## src/sv/md5_pkg.sv

```systemverilog
package md5_pkg;

  // Standard initial chaining value, word 0 in the lowest bits
  localparam logic [3:0][31:0] MD5_IV = {
    32'h10325476, 32'h98badcfe, 32'hefcdab89, 32'h67452301
  };

  localparam logic [7:0] MD5_PAD_MARK = 8'h80;
  localparam logic [5:0] MD5_LEN_POS  = 6'd56;

  localparam logic [31:0] MD5_K [64] = '{
    32'hd76aa478, 32'he8c7b756, 32'h242070db, 32'hc1bdceee,
    32'hf57c0faf, 32'h4787c62a, 32'ha8304613, 32'hfd469501,
    32'h698098d8, 32'h8b44f7af, 32'hffff5bb1, 32'h895cd7be,
    32'h6b901122, 32'hfd987193, 32'ha679438e, 32'h49b40821,
    32'hf61e2562, 32'hc040b340, 32'h265e5a51, 32'he9b6c7aa,
    32'hd62f105d, 32'h02441453, 32'hd8a1e681, 32'he7d3fbc8,
    32'h21e1cde6, 32'hc33707d6, 32'hf4d50d87, 32'h455a14ed,
    32'ha9e3e905, 32'hfcefa3f8, 32'h676f02d9, 32'h8d2a4c8a,
    32'hfffa3942, 32'h8771f681, 32'h6d9d6122, 32'hfde5380c,
    32'ha4beea44, 32'h4bdecfa9, 32'hf6bb4b60, 32'hbebfbc70,
    32'h289b7ec6, 32'heaa127fa, 32'hd4ef3085, 32'h04881d05,
    32'hd9d4d039, 32'he6db99e5, 32'h1fa27cf8, 32'hc4ac5665,
    32'hf4292244, 32'h432aff97, 32'hab9423a7, 32'hfc93a039,
    32'h655b59c3, 32'h8f0ccc92, 32'hffeff47d, 32'h85845dd1,
    32'h6fa87e4f, 32'hfe2ce6e0, 32'ha3014314, 32'h4e0811a1,
    32'hf7537e82, 32'hbd3af235, 32'h2ad7d2bb, 32'heb86d391
  };

  // Rotate amounts, indexed by {round group, round mod 4}
  localparam logic [4:0] MD5_S [16] = '{
    5'd7, 5'd12, 5'd17, 5'd22, 5'd5, 5'd9, 5'd14, 5'd20,
    5'd4, 5'd11, 5'd16, 5'd23, 5'd6, 5'd10, 5'd15, 5'd21
  };

  // Control from the byte packer to the compression unit
  typedef struct packed {
    logic       wr_en;
    logic [3:0] wr_addr;
    logic       start;
    logic       restart;
  } md5_ctl_t;

  // Message word used by a round
  function automatic logic [3:0] md5_g(input logic [5:0] r);
    logic [3:0] lo;
    lo = r[3:0];
    case (r[5:4])
      2'd0:    md5_g = lo;
      2'd1:    md5_g = 4'(lo * 4'd5 + 4'd1);
      2'd2:    md5_g = 4'(lo * 4'd3 + 4'd5);
      2'd3:    md5_g = 4'(lo * 4'd7);
      default: md5_g = lo;
    endcase
  endfunction

endpackage

```

## src/sv/md5_cmp.sv

```systemverilog
module md5_cmp
  import md5_pkg::*;
(
  input  logic             clk,
  input  logic             rst,
  input  md5_ctl_t         ctl,
  input  logic [31:0]      wr_data,
  output logic             done,
  output logic [3:0][31:0] cv
);

  localparam logic [1:0] C_IDLE  = 2'd0;
  localparam logic [1:0] C_LOAD  = 2'd1;
  localparam logic [1:0] C_ROUND = 2'd2;
  localparam logic [1:0] C_ADD   = 2'd3;

  logic [1:0]  state;
  logic [5:0]  r;
  logic [31:0] a, b, c, d;
  logic [31:0] mword, kword;
  logic [31:0] mem [16];

  logic [5:0]  rd_round;
  logic [31:0] f, sum, rot;
  logic [4:0]  s;

  // Fetch one round ahead: the read port is registered
  assign rd_round = (state == C_LOAD) ? r : 6'(r + 6'd1);

  always_ff @(posedge clk) begin
    if (ctl.wr_en) begin
      mem[ctl.wr_addr] <= wr_data;
    end
    mword <= mem[md5_g(rd_round)];
    kword <= MD5_K[rd_round];
  end

  always_comb begin
    case (r[5:4])
      2'd0:    f = (b & c) | (~b & d);
      2'd1:    f = (d & b) | (~d & c);
      2'd2:    f = b ^ c ^ d;
      2'd3:    f = c ^ (b | ~d);
      default: f = b ^ c ^ d;
    endcase
    s   = MD5_S[{r[5:4], r[1:0]}];
    sum = a + f + kword + mword;
    rot = (sum << s) | (sum >> (6'd32 - {1'b0, s}));
  end

  always_ff @(posedge clk) begin
    case (state)
      C_IDLE: begin
        a <= cv[0];
        b <= cv[1];
        c <= cv[2];
        d <= cv[3];
      end
      C_ROUND: begin
        a <= d;
        d <= c;
        c <= b;
        b <= b + rot;
      end
      default: ;
    endcase
  end

  always_ff @(posedge clk) begin
    if (rst) begin
      state <= C_IDLE;
      r     <= '0;
      done  <= 1'b0;
      cv    <= MD5_IV;
    end else begin
      done <= 1'b0;
      case (state)
        C_IDLE: begin
          r <= '0;
          if (ctl.restart) begin
            cv <= MD5_IV;
          end else if (ctl.start) begin
            state <= C_LOAD;
          end
        end
        C_LOAD: state <= C_ROUND;
        C_ROUND: begin
          r <= 6'(r + 6'd1);
          if (r == 6'd63) begin
            state <= C_ADD;
          end
        end
        C_ADD: begin
          cv[0] <= cv[0] + a;
          cv[1] <= cv[1] + b;
          cv[2] <= cv[2] + c;
          cv[3] <= cv[3] + d;
          done  <= 1'b1;
          state <= C_IDLE;
        end
        default: state <= C_IDLE;
      endcase
    end
  end

endmodule

```

## src/sv/md5_message_digest.sv

```systemverilog
// Message bytes are taken one per cycle while a block fills; a full block then passes through
// start, one operand fetch, 64 rounds on the shared round unit and a final add, during which
// no request is taken. A last request adds the padding bytes plus one or two blocks,
// then four result words, one per cycle while the sink is ready.
// Reset (rst, synchronous, active high) restores the initial chaining value and clears
// the byte count and block fill.
module md5_message_digest
  import md5_pkg::*;
(
  input  logic        clk,
  input  logic        rst,
  input  logic        s_axis_tvalid,
  output logic        s_axis_tready,
  input  logic [7:0]  s_axis_tdata,   // [7:0] data_byte
  input  logic        s_axis_tuser,   // [0] byte_valid
  input  logic        s_axis_tlast,   // last_item
  output logic        m_axis_tvalid,
  input  logic        m_axis_tready,
  output logic [31:0] m_axis_tdata,   // [31:0] digest_word
  output logic [1:0]  m_axis_tuser,   // [1:0] word_index
  output logic        m_axis_tlast    // last_word
);

  // Sequencer states
  localparam logic [1:0] S_IDLE = 2'd0;  // take requests
  localparam logic [1:0] S_PAD  = 2'd1;  // feed padding bytes
  localparam logic [1:0] S_CMP  = 2'd2;  // wait for the compression unit
  localparam logic [1:0] S_OUT  = 2'd3;  // hand out the digest words

  // Padding phases
  localparam logic [1:0] PAD_MARK = 2'd0;
  localparam logic [1:0] PAD_ZERO = 2'd1;
  localparam logic [1:0] PAD_LEN  = 2'd2;

  logic [1:0]  state;
  logic [5:0]  fill;       // bytes held in the current block
  logic [23:0] acc;        // first three bytes of the message word being assembled
  logic [60:0] count;      // message bytes so far; the bit length wraps at 2^64 anyway
  logic [1:0]  pad_stage;
  logic [2:0]  len_idx;
  logic        padding;
  logic        pad_done;
  logic [1:0]  out_idx;
  logic        out_valid;

  logic        accept;
  logic        absorb;
  logic [7:0]  abyte;
  logic [63:0] bits;
  logic        cmp_done;
  logic [3:0][31:0] cv;
  md5_ctl_t    ctl;

  assign s_axis_tready = (state == S_IDLE);
  assign accept        = s_axis_tvalid && s_axis_tready;
  assign bits          = {count, 3'b000};

  // Pick the byte that enters the block this cycle, from the request or the padding
  always_comb begin
    absorb = 1'b0;
    abyte  = s_axis_tdata;
    case (state)
      S_IDLE: absorb = accept && s_axis_tuser;
      S_PAD: begin
        case (pad_stage)
          PAD_MARK: begin
            absorb = 1'b1;
            abyte  = MD5_PAD_MARK;
          end
          PAD_ZERO: begin
            absorb = (fill != MD5_LEN_POS);
            abyte  = '0;
          end
          PAD_LEN: begin
            absorb = 1'b1;
            abyte  = bits[{len_idx, 3'b000} +: 8];
          end
          default: ;
        endcase
      end
      default: ;
    endcase
  end

  // Write a whole word once its fourth byte arrives; start compression on the last one
  always_comb begin
    ctl.wr_en   = absorb && (fill[1:0] == 2'd3);
    ctl.wr_addr = fill[5:2];
    ctl.start   = absorb && (fill == 6'd63);
    ctl.restart = (state == S_OUT) && m_axis_tready && (out_idx == 2'd3);
  end

  md5_cmp u_cmp (
    .clk     (clk),
    .rst     (rst),
    .ctl     (ctl),
    .wr_data ({abyte, acc}),
    .done    (cmp_done),
    .cv      (cv)
  );

  // Shift bytes in from the top so the first byte lands lowest
  always_ff @(posedge clk) begin
    if (absorb) begin
      acc <= {abyte, acc[23:8]};
    end
  end

  always_ff @(posedge clk) begin
    if (rst) begin
      state     <= S_IDLE;
      fill      <= '0;
      count     <= '0;
      pad_stage <= PAD_MARK;
      len_idx   <= '0;
      padding   <= 1'b0;
      pad_done  <= 1'b0;
      out_idx   <= '0;
      out_valid <= 1'b0;
    end else begin
      if (absorb) begin
        fill <= 6'(fill + 6'd1);
      end
      case (state)
        S_IDLE: begin
          if (accept) begin
            if (s_axis_tuser) begin
              count <= count + 61'd1;
            end
            if (s_axis_tlast) begin
              padding   <= 1'b1;
              pad_stage <= PAD_MARK;
            end
            // a full block goes first; padding resumes after it
            if (ctl.start) begin
              state <= S_CMP;
            end else if (s_axis_tlast) begin
              state <= S_PAD;
            end
          end
        end
        S_PAD: begin
          case (pad_stage)
            PAD_MARK: pad_stage <= PAD_ZERO;
            PAD_ZERO: begin
              if (fill == MD5_LEN_POS) begin
                pad_stage <= PAD_LEN;
                len_idx   <= '0;
              end
            end
            PAD_LEN: begin
              len_idx <= 3'(len_idx + 3'd1);
              if (len_idx == 3'd7) begin
                pad_done <= 1'b1;
              end
            end
            default: pad_stage <= PAD_MARK;
          endcase
          if (ctl.start) begin
            state <= S_CMP;
          end
        end
        S_CMP: begin
          if (cmp_done) begin
            if (pad_done) begin
              state     <= S_OUT;
              out_valid <= 1'b1;
              out_idx   <= '0;
            end else if (padding) begin
              state <= S_PAD;
            end else begin
              state <= S_IDLE;
            end
          end
        end
        S_OUT: begin
          if (m_axis_tready) begin
            out_idx <= 2'(out_idx + 2'd1);
            // drop back to the initial state after the fourth word
            if (out_idx == 2'd3) begin
              out_valid <= 1'b0;
              state     <= S_IDLE;
              fill      <= '0;
              count     <= '0;
              padding   <= 1'b0;
              pad_done  <= 1'b0;
              pad_stage <= PAD_MARK;
            end
          end
        end
        default: state <= S_IDLE;
      endcase
    end
  end

  // Chaining words hold still while the digest is handed out
  assign m_axis_tvalid = out_valid;
  assign m_axis_tdata  = cv[out_idx];
  assign m_axis_tuser  = out_idx;
  assign m_axis_tlast  = (out_idx == 2'd3);

endmodule

```

## config.mk

```make
export PLATFORM = sky130hd
export DESIGN_NAME = md5_message_digest
export DESIGN_NICKNAME = d
export VERILOG_FILES = /design/src/sv/md5_pkg.sv /design/src/sv/md5_cmp.sv /design/src/sv/md5_message_digest.sv
export SDC_FILE = /design/constraint.sdc
export NUM_CORES = 2
export LEC_CHECK = 0
export ABC_AREA = 1
export BUFFER_PORTS_ARGS = -buffer_cell sky130_fd_sc_hd__clkbuf_2
export CORE_MARGIN = 4
export CORE_UTILIZATION = 55
export DETAILED_ROUTE_END_ITERATION = 6
export PLACE_DENSITY = 0.77
export SETUP_SLACK_MARGIN = 0.4
export SLEW_MARGIN = 5
export SYNTH_ARGS = -nofsm -noshare
export SYNTH_HDL_FRONTEND = slang
export SYNTH_SLANG_ARGS = --single-unit
```

## constraint.sdc

```tcl
create_clock -name clk -period 7.4 [get_ports clk]
set_input_delay 0 -clock clk [delete_from_list [all_inputs] [get_ports clk]]
set_output_delay 0 -clock clk [all_outputs]
set_load 0.05 [all_outputs]
```

* Yosys cells after proc, flatten, opt, wreduce, memory -nomap -nowiden
Memories as Yosys holds them, arrays and structs flattened. A register that Yosys moved wholly into a read port is not among the register bits.
Index checks and enable logic that the tools add are counted.
** Word-level totals
- Register bits :: 368
- Bits in latches :: 0
- RAM bits :: 512
- Bits in read-only memories :: 2128
- Output and inout port bits :: 37
- Logic and storage cells :: 197
- Memories :: 3
** Operators by class
- Add/subtract/negate cells :: 16
- $mul :: 3
- Div/mod/pow operators :: 0
- $lt $le $gt $ge :: 2
- Equality and inequality tests :: 39
- Shifts and indexed selects :: 3
- Mux-type cells :: 66
- Bitwise operators :: 15
- Reduce and logical (&&, ||, !) cells :: 29
** Memory list
- (no name shown) :: words 64, bits a word 32, read ports 1, clocked after Yosys merged registers in 1, write ports 0, line md5_cmp.sv:35 : kword <= MD5_K[rd_round];
- u_cmp.mem :: words 16, bits a word 32, read ports 1, clocked after Yosys merged registers in 1, write ports 1, line md5_cmp.sv:21 : logic [31:0] mem [16];
- (no name shown) :: words 16, bits a word 5, read ports 1, clocked after Yosys merged registers in 0, write ports 0, line md5_cmp.sv:46 : s = MD5_S[{r[5:4], r[1:0]}];
** Operator list (count)
- adder 32 bit :: 8
- case mux 128 bit (2 select lines) :: 1
- case mux 32 bit (2 select lines) :: 4
- 2-to-1 mux 61 bit :: 4
- bitwise AND 32 bit :: 4
- 2-to-1 mux 128 bit :: 1
- OR 32 bit :: 4
- case mux 32 bit (4 select lines) :: 1
- case mux 61 bit (2 select lines) :: 1
- XOR 32 bit :: 3
- binary-select mux 32 bit (select 2 bit) :: 1
- inverter 32 bit :: 2
- variable part select 64 x 7 -> 8 bit :: 1
- adder 61 x 1 -> 61 bit, second input constant :: 1
- 2-to-1 mux 2 bit :: 17
- 2-to-1 mux 32 bit :: 1
- << shifter 32 x 5 -> 32 bit :: 1
- right shift 32 x 6 -> 32 bit :: 1
- 2-to-1 mux 6 bit :: 5
- case mux 8 bit (3 select lines) :: 1
- equality test 2 bit, second input constant :: 11
- inequality test 2 bit, second input constant :: 10
- AND reduction 5 bit :: 4
- equality test 6 bit, second input constant :: 3
- 39 further kinds :: 83

* Depth between registers and ports, before layout
- Depth after elaboration :: 11
- Depth in mapped cells :: 49

* By module
From an unflattened synthesis, not the netlist that was laid out.
** Unflattened totals
- Cell total of the unflattened synthesis :: 7629
- Area total of the unflattened synthesis :: 59134.2 um^2
** Modules (own cells, without submodules)
- md5_cmp :: instances 1, cells an instance 6472, area an instance 52118.7 um^2
- md5_message_digest :: instances 1, cells an instance 1157, area an instance 7015.5 um^2

* Worst setup path before layout
Ideal clock, no wire load.
- Path kind :: register to register
- Start point :: register u_cmp.r[5]
- End point :: register u_cmp.b[20] (data pin)
- Library setup time :: 254 ps
- Arrival :: 6773 ps
- Data required time :: 7146 ps
- Slack :: 374 ps
- Stages on the path, launching flop included :: 43
- Buffers on the path :: 2
- Period minus slack after synthesis :: 7026 ps
- Path through :: dfxtp_1 nor2_2 inv_1 buf_1 clkbuf_1 a21oi_1 fa_1 inv_1 fa_1 inv_1 ha_1 inv_1 fa_1 inv_1 nand2_1 nand2_1 and2_1 nand2_1 [7 not listed] nand2_1 nand2_1 nand3_1 o211ai_1 fa_1 nand2_1 nand2_1 nand2_1 nand2_1 a21oi_1 o21ai_0 a21oi_1 o21ai_0 a21oi_1 o21ai_0 or2_2 nand3_1 nand2_1
** Between the ends
- Longest elaborated chain between the ends :: 9
- Elaborated cells between the ends (all ways) :: 18
** RTL lines
- start: declaration :: line md5_cmp.sv:18 : logic [5:0] r;
- start signal: assignment :: line md5_cmp.sv:88 : r <= 6'(r + 6'd1);
- equality test 2 bit (tied with other cells) :: line md5_cmp.sv:39 : case (r[5:4])
- case mux 32 bit (4 select lines) or memory (16 x 5 bit) (tied branches)
- adder 32 bit or 2-to-1 mux 5 bit (tied branches) (2 in a row) :: line md5_cmp.sv:47, md5_cmp.sv:46
- adder 32 bit or subtractor 6 x 5 -> 6 bit (tied branches) :: line md5_cmp.sv:47, md5_cmp.sv:48
- right shift 32 x 6 -> 32 bit or << shifter 32 x 5 -> 32 bit (tied branches) :: line md5_cmp.sv:48 : rot = (sum << s) | (sum >> (6'd32 - {1'b0, s}));
- OR 32 bit * :: line md5_cmp.sv:48
- adder 32 bit * :: line md5_cmp.sv:63 : b <= b + rot;
- case mux 32 bit (2 select lines) * :: line md5_cmp.sv:52 : case (state)
- end signal: assignment :: line md5_cmp.sv:55 : b <= cv[1];
- end signal: assignment :: line md5_cmp.sv:63
- end: declaration :: line md5_cmp.sv:19 : logic [31:0] a, b, c, d;
Every way passes the cells marked *; elsewhere a longest branch is shown, timed or not. The select of a mux whose other input is x is not followed.
A chain may end at the register's enable or synchronous reset.

* Worst setup path after layout
- Start point :: register u_cmp.b[18]
- End point :: register u_cmp.b[25] (data pin)
** Between the ends
- Longest elaborated chain between the ends :: 11
- Elaborated cells between the ends (all ways) :: 19
** RTL lines
- inverter 32 bit :: line md5_cmp.sv:40 : 2'd0: f = (b & c) | (~b & d);
- bitwise AND 32 bit :: line md5_cmp.sv:40
- OR 32 bit :: line md5_cmp.sv:40
- case mux 32 bit (4 select lines) :: line md5_cmp.sv:39
- adder 32 bit (3 in a row) :: line md5_cmp.sv:47 : sum = a + f + kword + mword;
- right shift 32 x 6 -> 32 bit or << shifter 32 x 5 -> 32 bit (tied branches) :: line md5_cmp.sv:48
- OR 32 bit :: line md5_cmp.sv:48
- adder 32 bit * :: line md5_cmp.sv:63
- case mux 32 bit (2 select lines) * :: line md5_cmp.sv:52
Every way passes the cells marked *; elsewhere a longest branch is shown, timed or not.

==> impl_results.md <==
- CTS tree: yes
- Vias in the first global route: 53280
- Die Footprint: 112100 sq um
- P&R area growth vs syn: 19.47%
- Hold Path Depth: 3
- Wire per inst: 23.33 um
- Yosys warns: 0
- Synth Register Bits: 944
- Worst path slowest cell: edfxtp_1
- RSZ-0062 raised after global routing: true
- Violated checks: DRC
- Area of the core: 105700 sq um
- DR iter-0 viols: 7089
- Period utilization: 0.9484
- Io pins: 51
- Setup violators final: 0
- EDFF count, synth: 664
- Status: complete, but fails checks
- HPWL Detailed: 146100 um
- Num CTS Buffers: 101
- Average cell area after synthesis: 7.958 sq um
- Worst skew pair latency: 740 ps
- Mapped Nets: 7718
- R2R cell count: 41
- Most common cell after layout, fill and taps aside: nand2_1
- Critical Path RT: 7860 ps
- Proportion of layout cells with a drive suffix above 1: 0.1790
- WP data arrival: 7480 ps
- DR DRC count: 33
- Post-synthesis sequential area ratio: 0.4349
- Distinct cells, synth: 71
- Most frequent cells in the layout: nand2_1, inv_1, o21ai_0
- CP Max Fanout: 4
- Via Count: 57470
- Maximum clock rate: 142.5 MHz
- Port bufs: 50
- Async S/R FF share, synth: 0
- Max_slew headroom: 0.08195
- Fin. max-slew vios: 0
- DRT Pass-1 Iters: 7
- Die width: 334.8 um
- Cell Rows: 119
- Clk slew on worst S/H paths: 60 ps
- CP Capture Type: register
- Vias/cell: 6.212
- Placer Congestion: 1.058
- Critical path class: register to register
- Initial antenna violation count: 4
- Final hold vios: 0
- Pin count of the biggest net entering global routing: 195
- Main flop type after synthesis: edfxtp_1
- Worst Hold Class: primary input to register
- CP dominant cell by count: nand2_1
- Largest stage delay, worst path: 540 ps
- Initial Util: 0.5557
- Die H: 334.8 um
- Clock root buffer: clkbuf_16
- First-pass GRT wire length: 316800 um
- Non-Filler Instances: 9251
- Max Clock Skew: 66.94 ps
- Clock net sink count: 944
- Routed wire length: 215800 um
- Cells after Synth: 7381
- Maxcap violations: 0
- ANT nets after route: 0
- All-Layer GR Usage: 0.3667
- Maximum buffer depth of the clock tree: 3
- Mapped Area: 58740 sq um
- Clock H-tree levels: 3
- Gr ovfl total: 0
- Final #Nets: 8107
- Critical path launch point type: register
- Final min period: 7018 ps
- Placed cell count: 8971
- Worst-Margin Slew: 1376 ps
[through the flow]
step | utilization | hold WS [ps] | area, sq um | setup WS, ps | setup TNS, ps
detailed placement | 0.5970 | 356.2 | 63110 | -307.5 | -1873
global route | 0.6638 | 109.6 | 70180 | 146.6 | 0
finish | 0.6639 | 29.00 | 70180 | 381.6 | 0
global placement | 0.5970 | 349.1 | 63110 | -282.6 | -1686
CTS | 0.6403 | 2.948 | 67680 | 400.9 | 0
floorplan | - | 184.9 | 58740 | 462.9 | 0
[synth_stat cells (11+ instances only)]
cell type	n	area share
inv_2	19	0.0012
o31ai_1	13	0.0017
a21oi_1	573	0.049
or2_2	30	0.0032
xnor2_1	30	0.0045
o211ai_1	277	0.035
buf_1	20	0.0013
edfxtp_1	664	0.34
clkbuf_1	206	0.013
o22ai_1	45	0.0048
nand3_1	520	0.044
inv_1	872	0.056
o21ai_0	752	0.064
nand4_1	62	0.0066
o211ai_2	11	0.0023
ha_1	254	0.054
buf_2	72	0.0061
o221ai_1	11	0.0016
a211oi_1	18	0.0023
o21a_1	25	0.0032
nor4_1	23	0.0024
nor2_1	580	0.037
xor2_1	55	0.0082
o21ai_1	40	0.0034
dfxtp_1	280	0.095
a31oi_1	17	0.0018
nor3_1	128	0.011
o21bai_1	17	0.0022
a21o_1	21	0.0027
nand2_1	1546	0.099
fa_1	69	0.024
nor2_2	13	0.0014
[cells by family after synthesis]
family,synth area share
simple gates,0.2112
compound gates,0.1823
buf+inv,0.07992
flops,0.4349
fa+ha+maj,0.07762
xor+xnor,0.01397
mux,0.0001704
[sequential cells by signal (all words and copies together), names as in the netlist]
signal	count
acc	24
count	61
fill	6
len_idx	3
m_axis_tuser	2
m_axis_tvalid	1
pad_done	1
pad_stage	2
padding	1
state	2
u_cmp.a	32
u_cmp.b	32
u_cmp.c	32
u_cmp.cv	128
u_cmp.d	32
u_cmp.done	1
u_cmp.kword	32
u_cmp.mem	512
u_cmp.mword	32
u_cmp.r	6
u_cmp.state	2
[critical path: cells and delay by family, from the launching register on]
family          cells  cell delay [ps]
compound gates      8             1470
fa+ha+maj           4             1480
buf+inv             9             1000
flops               1              540
simple gates       20             2250
[timing repair]
| item | 4_1_cts | 5_1_grt |
|---|---|---|
| hold endpoints to repair | 71 | 0 |
| setup endpoints to repair | 25 | 24 |
| gates cloned | 0 | 3 |
| pin swaps | 74 | 219 |
| resized for setup | 204 | 501 |
| hold buffers | 8 | 0 |
| buffers inserted | 21 | 55 |
[per-layer routing]
| layer | wire length, um | share of wire | vias to the layer above | track usage |
|---|---|---|---|---|
| met5 | 137 | 0.00063 | - | 0 |
| met4 | 16540 | 0.077 | 4 | 0.2236 |
| met3 | 22710 | 0.11 | 879 | 0.07004 |
| met1 | 80170 | 0.37 | 26950 | 0.4663 |
| li1 | - | - | 26110 | - |
| met2 | 96280 | 0.45 | 3524 | 0.5826 |
[path summary, 6_finish.rpt]
kind | end | slack [ps] | start
max | u_cmp.b[25] | 380 | u_cmp.b[18]
min | u_cmp.mem[13][30] | 30 | s_axis_tdata[6]
max reg2reg | u_cmp.b[25] | 380 | u_cmp.b[18]
min reg2reg | m_axis_tvalid | 450 | m_axis_tvalid
[area by class of cell]
cell class,instances,area (sq um)
clock inverters,43,598.1
clock buffers,149,2910
well taps,1391,1740
repair buffers,595,4609
diodes,1,2.502
multi-input cells,5230,31380
fillers,8596,35540
flip-flops and latches,944,25550
inverters,898,3385
Power is not shown: default switching activity piles up to over one toggle a cycle in this logic, so the estimate is an artifact.
